==> config.mk <==
export PLATFORM = sky130hd
export DESIGN_NAME = aml_sleep_type_scanner_core
export DESIGN_NICKNAME = d
export VERILOG_FILES = /design/src/rtl/core/sts_pkg.sv /design/src/rtl/core/aml_sleep_type_scanner_core.sv
export SDC_FILE = /design/constraint.sdc
export NUM_CORES = 1
export LEC_CHECK = 0
export BUFFER_PORTS_ARGS = -buffer_cell sky130_fd_sc_hd__buf_2
export CORE_MARGIN = 3
export CORE_UTILIZATION = 40
export CTS_CLUSTER_DIAMETER = 100
export DETAILED_ROUTE_END_ITERATION = 8
export PLACE_DENSITY = 0.56
export SYNTH_ARGS = -nofsm -noshare
export SYNTH_HDL_FRONTEND = slang
export SYNTH_SLANG_ARGS = --single-unit
==> constraint.sdc <==
create_clock -name clk -period 10.01 [get_ports clk]
set_input_delay 1.001 -clock clk [delete_from_list [all_inputs] [get_ports clk]]
set_output_delay 1.001 -clock clk [all_outputs]
set_load 0.03 [all_outputs]
==> src/rtl/core/sts_pkg.sv <==
// Shared constants for the AML sleep type scanner: opcodes, name bytes and defaults.
package sts_pkg;

  localparam int STS_WINDOW_BYTES = 14;

  localparam logic [7:0] NAME_OP     = 8'h08;
  localparam logic [7:0] PACKAGE_OP  = 8'h12;
  localparam logic [7:0] BYTE_PREFIX = 8'h0A;
  localparam logic [7:0] WORD_PREFIX = 8'h0B;
  localparam logic [7:0] ZERO_OP     = 8'h00;
  localparam logic [7:0] ONE_OP      = 8'h01;

  localparam logic [7:0] CHAR_UNDERSCORE = 8'h5F;
  localparam logic [7:0] CHAR_S          = 8'h53;
  localparam logic [7:0] CHAR_FIVE       = 8'h35;

  // Offset of the package length byte, and of the value byte when no extra length bytes follow.
  localparam logic [3:0] PKG_LEN_OFS = 4'd6;
  localparam logic [3:0] VALUE_OFS   = 4'd8;

endpackage

==> src/rtl/core/aml_sleep_type_scanner_core.sv <==
// AML _S5_ sleep type scanner: window over the byte stream, candidate tests, result register.
//
//   channel | valid        | stall        | payload
//   --------+--------------+--------------+---------------------------
//   input   | byte_valid   | byte_stall   | data_byte, last_byte
//   output  | result_valid | result_stall | found, sleep_type
//
// One input item per cycle while byte_stall is low: window update and all candidate tests
// finish in the cycle of acceptance, and the result for the item with last_byte is
// registered onto result_valid. A result that meets a stalled output parks in a spare
// register; byte_stall is that spare's valid, so input stalls only with two results held.
// Synchronous reset clears fill count, match latch and both result valids; the window
// bytes need no reset since no test reads past the filled part.
module aml_sleep_type_scanner_core
  import sts_pkg::*;
#(
  parameter int WINDOW_BYTES = STS_WINDOW_BYTES
) (
  input  logic       clk,
  input  logic       rst,
  input  logic       byte_valid,
  output logic       byte_stall,
  input  logic [7:0] data_byte,
  input  logic       last_byte,
  output logic       result_valid,
  input  logic       result_stall,
  output logic       found,
  output logic [2:0] sleep_type
);

  localparam int CNTW = $clog2(WINDOW_BYTES + 1);
  localparam int EXT_BYTES = WINDOW_BYTES + 13;
  localparam int XW = $clog2(EXT_BYTES);
  localparam logic [CNTW-1:0] FULL = CNTW'(WINDOW_BYTES);

  // Window, oldest byte first, and how many entries are filled.
  logic [7:0]      window      [WINDOW_BYTES];
  logic [7:0]      window_next [WINDOW_BYTES];
  logic [CNTW-1:0] fill;
  logic [CNTW-1:0] fill_next;
  logic            match_seen;
  logic [2:0]      match_type;

  // Window after this item, padded with zeros so fixed-offset reads never leave the array.
  logic [7:0] ext [EXT_BYTES];

  logic                    accept;
  logic [WINDOW_BYTES-1:0] cand_hit;
  logic [2:0]              cand_type [WINDOW_BYTES];
  logic                    scan_hit;
  logic [2:0]              scan_type;

  // Result for the stream that closes with this item.
  logic                    report_found;
  logic [2:0]              report_type;

  // Spare result, held behind a result the consumer stalls.
  logic                    spare_valid;
  logic                    spare_found;
  logic [2:0]              spare_type;

  // Hold the input only while the spare result register is occupied.
  assign byte_stall = spare_valid;
  assign accept     = byte_valid & ~byte_stall;

  // Shift once the window is full, else append at the fill position.
  always_comb begin
    for (int k = 0; k < WINDOW_BYTES; k++) begin
      if (fill == FULL) begin
        window_next[k] = (k == WINDOW_BYTES - 1) ? data_byte : window[(k + 1) % WINDOW_BYTES];
      end else begin
        window_next[k] = (CNTW'(k) == fill) ? data_byte : window[k];
      end
    end
    fill_next = (fill == FULL) ? FULL : fill + CNTW'(1);
  end

  for (genvar k = 0; k < EXT_BYTES; k++) begin : g_ext
    if (k < WINDOW_BYTES) begin : g_win
      assign ext[k] = window_next[k];
    end else begin : g_pad
      assign ext[k] = 8'h00;
    end
  end

  // One tester per window offset. Mid-stream only the oldest offset is tested,
  // against a full window; on the final byte every filled offset is tested.
  for (genvar o = 0; o < WINDOW_BYTES; o++) begin : g_cand
    logic            enable;
    logic [CNTW-1:0] rem;
    logic            head_ok;
    logic [1:0]      extra;
    logic [3:0]      q;
    logic [XW-1:0]   vidx;
    logic [7:0]      vbyte;
    logic [7:0]      obyte;
    logic            hit;
    logic [2:0]      htype;

    assign enable = ~match_seen &
                    (last_byte ? (CNTW'(o) < fill_next) : ((o == 0) && (fill_next == FULL)));
    assign rem    = last_byte ? (fill_next - CNTW'(o)) : FULL;

    assign head_ok = (ext[o]     == NAME_OP)         && (ext[o + 1] == CHAR_UNDERSCORE) &&
                     (ext[o + 2] == CHAR_S)          && (ext[o + 3] == CHAR_FIVE) &&
                     (ext[o + 4] == CHAR_UNDERSCORE) && (ext[o + 5] == PACKAGE_OP);

    // Skip the extra length bytes and the element count.
    assign extra = ext[o + int'(PKG_LEN_OFS)][7:6];
    assign q     = VALUE_OFS + {2'b00, extra};
    assign vidx  = XW'(o) + XW'(q);
    assign vbyte = ext[vidx];
    assign obyte = ext[vidx + XW'(1)];

    always_comb begin
      hit   = 1'b0;
      htype = 3'd0;
      if (enable && head_ok && (CNTW'(q) < rem)) begin
        if (vbyte == BYTE_PREFIX && (CNTW'(q) + CNTW'(1)) < rem) begin
          hit   = 1'b1;
          htype = obyte[2:0];
        end else if (vbyte == ZERO_OP) begin
          hit   = 1'b1;
          htype = 3'd0;
        end else if (vbyte == ONE_OP) begin
          hit   = 1'b1;
          htype = 3'd1;
        end else if (vbyte == WORD_PREFIX && (CNTW'(q) + CNTW'(2)) < rem) begin
          hit   = 1'b1;
          htype = obyte[2:0];
        end
      end
    end

    assign cand_hit[o]  = hit;
    assign cand_type[o] = htype;
  end

  // The oldest matching offset wins.
  always_comb begin
    scan_hit  = 1'b0;
    scan_type = 3'd0;
    for (int i = WINDOW_BYTES - 1; i >= 0; i--) begin
      if (cand_hit[i]) begin
        scan_hit  = 1'b1;
        scan_type = cand_type[i];
      end
    end
  end

  assign report_found = match_seen | scan_hit;
  assign report_type  = match_seen ? match_type : scan_type;

  // Window bytes: advance on every accepted item; contents past the fill count are never read.
  always_ff @(posedge clk) begin
    if (accept) begin
      window <= window_next;
    end
  end

  always_ff @(posedge clk) begin
    if (rst) begin
      fill         <= '0;
      match_seen   <= 1'b0;
      match_type   <= 3'd0;
      result_valid <= 1'b0;
      spare_valid  <= 1'b0;
    end else begin
      if (accept) begin
        if (last_byte) begin
          // Start over for the next stream.
          fill       <= '0;
          match_seen <= 1'b0;
          match_type <= 3'd0;
        end else begin
          fill <= fill_next;
          if (scan_hit) begin
            match_seen <= 1'b1;
            match_type <= scan_type;
          end
        end
      end
      if (accept && last_byte) begin
        if (result_valid && result_stall) begin
          // Park the new result behind the one the consumer holds.
          spare_valid <= 1'b1;
          spare_found <= report_found;
          spare_type  <= report_type;
        end else begin
          result_valid <= 1'b1;
          found        <= report_found;
          sleep_type   <= report_type;
        end
      end else if (result_valid && !result_stall) begin
        // Drop the taken result, or advance the parked one into its place.
        result_valid <= spare_valid;
        spare_valid  <= 1'b0;
        if (spare_valid) begin
          found      <= spare_found;
          sleep_type <= spare_type;
        end
      end
    end
  end

endmodule

==> impl_metrics.tcl <==
set metrics [dict create \
    status "complete, no violations" \
    drive_gt1_share_pct 12.10 \
    reg2reg_depth 18 \
    syn_area_mm2 0.01400 \
    vias 15603 \
    p_leak_nw 5.372 \
    whs_endpoint "match_type[1]$_SDFFE_PP0P_" \
    hpwl_um 57920 \
    cts.sinks 130 \
    required_ns 10.30 \
    finalSetupViolations 0 \
    ir_worst_vdd_uv 125.3 \
    ant_nets 0 \
    crit-reg2reg-capture "sleep_type[1]$_DFFE_PP_" \
    die_height_um 193.1 \
    drtIter0Drc 2827 \
    synth_nets 1750 \
    die_width_um 193.1 \
    grt_use_total_pct 40.85 \
    slew_viol_final 0 \
    cts.clk_slew.worst_paths_ns 0.07 \
    critical_path_class "register to register" \
    cp-start-kind "register" \
    cts_made_buffers 17 \
    io_pins 19 \
    min_from "match_type[1]$_SDFFE_PP0P_" \
    first_pass_iters 6 \
    cts_max_level 4 \
    synthCells 1664 \
    r2r_setup_slack_ns 3.26 \
    ys_warn_count 0 \
    synth_edf_count 120 \
    tns_ns 0 \
    rsz0062_at_grt "no" \
    synth-seq-cells 130 \
    grt_start_max_net_pins 73 \
    clock_path_buffers 2 \
    r2r-start "fill[0]$_SDFFE_PP0P_" \
    hold_path_depth 2 \
    fmax_mhz 148.2 \
    area_delta_synth_final_pct 7.693 \
    postCtsSetupBuffers 0 \
    die-area_mm2 0.03729 \
    clock_latency_ns 0.47 \
    crit_path_cell_trace "inv_1 > ha_2 > buf_12 > nor2b_1 > a221oi_2 > nand2_1 > inv_2 > ha_1 > nand2_1 > a2111oi_0 > and4_1 > nand4_1 > nor3_1 > nand2_1 > o32ai_1 > a2111oi_0 > nor2b_1 > o31ai_2" \
    fin_crit_sh_pct 67.43 \
    maxSlewHeadroom_pct 3.010 \
    drc 0 \
    critical_path_arrival_ns 7.04 \
    min_path_type "register to register" \
    diodes 0 \
    root_buffer "clkbuf_16" \
    final_cell_mix "nor2_1 (135), nand2_1 (134), edfxtp_1 (120)" \
    seq_area_frac_synth_pct 27.16 \
    fin_crit_ns 6.750 \
    dp.cells 2069 \
    grt_pass1_wl_um 107800 \
    via_per_inst 7.426 \
    rows 67 \
    synth_area_per_cell_um2 8.416 \
    crit_top_cell "nand2_1" \
    critPathMaxFanout 46 \
    maxCapViolations 0 \
    startpoint "fill[0]$_SDFFE_PP0P_" \
    ys.flop_type "edfxtp_1" \
    powerDensity_mw_per_mm2 121.2 \
    grt_pass1_vias 14151 \
    final_cells 2101 \
    cp-end-kind "register" \
    nNetsFinal 1726 \
    cts-resized-gates 0 \
    synth_cell_types 105 \
    core-area_mm2 0.03404 \
    synthArstFlopShare_pct 0 \
    slowest_stage "ha_2" \
    finClkSkew_ns 0.01527 \
    final_common_cell "nor2_1" \
    cts_hold_buf 0 \
    cts_tree "done" \
    drt-wirelength-per-cell_um 36.50 \
    gp_congestion 1.140 \
    fill_cells 3470 \
    io_buffers 18 \
    max_stage_delay_ns 0.62 \
    grt_overflow 0 \
    utilization_pct 44.31 \
    antenna_found_initial 4 \
    start_util_pct 41.14 \
    hold_viol_final 0 \
    wirelength_um 76680 \
    tightest_slew_ns 1.414 \
]
critical path: cells and delay by family, from the launching register on:
| kind | cells | cell delay, ns |
|---|---|---|
| simple gates | 8 | 2.18 |
| fa+ha+maj | 2 | 0.98 |
| buf+inv | 3 | 1.14 |
| compound gates | 5 | 1.78 |
| flops | 1 | 0.45 |
worst max path at each step:
stage | cells after the start | slack [ns] | end
2_1_floorplan | 21 | 4.70 | found$_DFFE_PP_
3_3_place_gp | 18 | 3.60 | found$_DFFE_PP_
3_5_place_dp | 18 | 3.52 | found$_DFFE_PP_
4_1_cts | 18 | 3.48 | found$_DFFE_PP_
5_1_grt | 18 | 2.97 | found$_DFFE_PP_
6_report | 18 | 3.26 | sleep_type[1]$_DFFE_PP_
final cells by class:
class / instances / area (µm²) / share of cell area [%]
multi-input cells: 1320 / 9230 / 61.20
well taps: 448 / 560.5 / 3.717
clock buffers: 17 / 425.4 / 2.821
repair buffers: 65 / 455.4 / 3.020
inverters: 106 / 400.4 / 2.655
flip-flops and latches: 130 / 3811 / 25.27
clock inverters: 15 / 197.7 / 1.311
metrics by stage:
| step | area, µm² | power (mW) | hold WS, ns | worst slack [ns] |
|---|---|---|---|---|
| floorplan | 14000 | 0.9292 | 0.4598 | 4.698 |
| global placement | 14460 | 1.113 | 0.4806 | 3.598 |
| detailed placement | 14460 | 1.112 | 0.4770 | 3.518 |
| CTS | 15080 | 1.805 | 0.4889 | 3.482 |
| global route | 15080 | 1.868 | 0.5381 | 2.970 |
| finish | 15080 | 1.828 | 0.4877 | 3.260 |
cells by family (layout without fill, tap and decap cells):
family          Yosys count  in the layout  share of synthesized area, %
simple gates            650            650                         24.87
flops                   130            130                         27.16
buf+inv                 214            203                         7.157
xor+xnor                  4              4                        0.2502
compound gates          529            529                         28.37
fa+ha+maj                74             74                         6.594
mux                      63             63                         5.602
cell usage after synthesis, types with 10 or more instances:
cell | n | area [µm²]
o221ai_1 | 20 | 175.2
nor4_1 | 38 | 237.7
nand2_1 | 134 | 503.0
o32ai_1 | 16 | 140.1
a21oi_1 | 89 | 445.4
a222oi_1 | 12 | 120.1
a21boi_0 | 13 | 97.59
mux2i_1 | 39 | 390.4
nor2b_1 | 30 | 187.7
o31ai_1 | 12 | 90.09
o211ai_1 | 14 | 105.1
nand4_1 | 46 | 287.8
dfxtp_1 | 10 | 200.2
a21o_1 | 33 | 247.7
mux4_2 | 11 | 247.7
clkbuf_1 | 43 | 161.4
a32oi_1 | 10 | 87.58
o2111ai_1 | 10 | 87.58
inv_2 | 11 | 41.29
inv_1 | 90 | 337.8
a221oi_1 | 11 | 96.34
a211oi_1 | 23 | 172.7
and3_1 | 16 | 100.1
nor2_1 | 135 | 506.7
mux2_2 | 13 | 146.4
nor3_1 | 70 | 350.3
buf_6 | 14 | 157.7
nand2b_1 | 28 | 175.2
nand3_1 | 45 | 225.2
a31oi_1 | 23 | 143.9
ha_1 | 73 | 913.4
and2_1 | 18 | 112.6
o21ai_0 | 61 | 305.3
or3_1 | 12 | 75.07
buf_2 | 33 | 165.2
edfxtp_1 | 120 | 3603
a32o_1 | 24 | 240.2
o22ai_1 | 33 | 206.5
nor4b_1 | 10 | 87.58
registers in the layout, summed over array words and instances, names as in the netlist:
signal and flops:
byte_stall 1, fill 4, found 1, match_seen 1
match_type 3, result_valid 1, sleep_type 3, spare_found 1
spare_type 3, window 112
power breakdown:
| group | internal, mW | switching (mW) |
|---|---|---|
| sequential | 0.630 | 0.0371 |
| combinational | 0.137 | 0.320 |
| clock | 0.399 | 0.305 |
| total | 1.17 | 0.661 |
metal layers:
layer	up-vias	share of wire, %	GRT usage, %
met5	-	0	0
met4	0	5.6	19.94
met3	214	13	10.88
met2	1222	42	59.15
met1	7676	40	56.22
li1	6491	-	-
(Power assumes the default switching activity.)
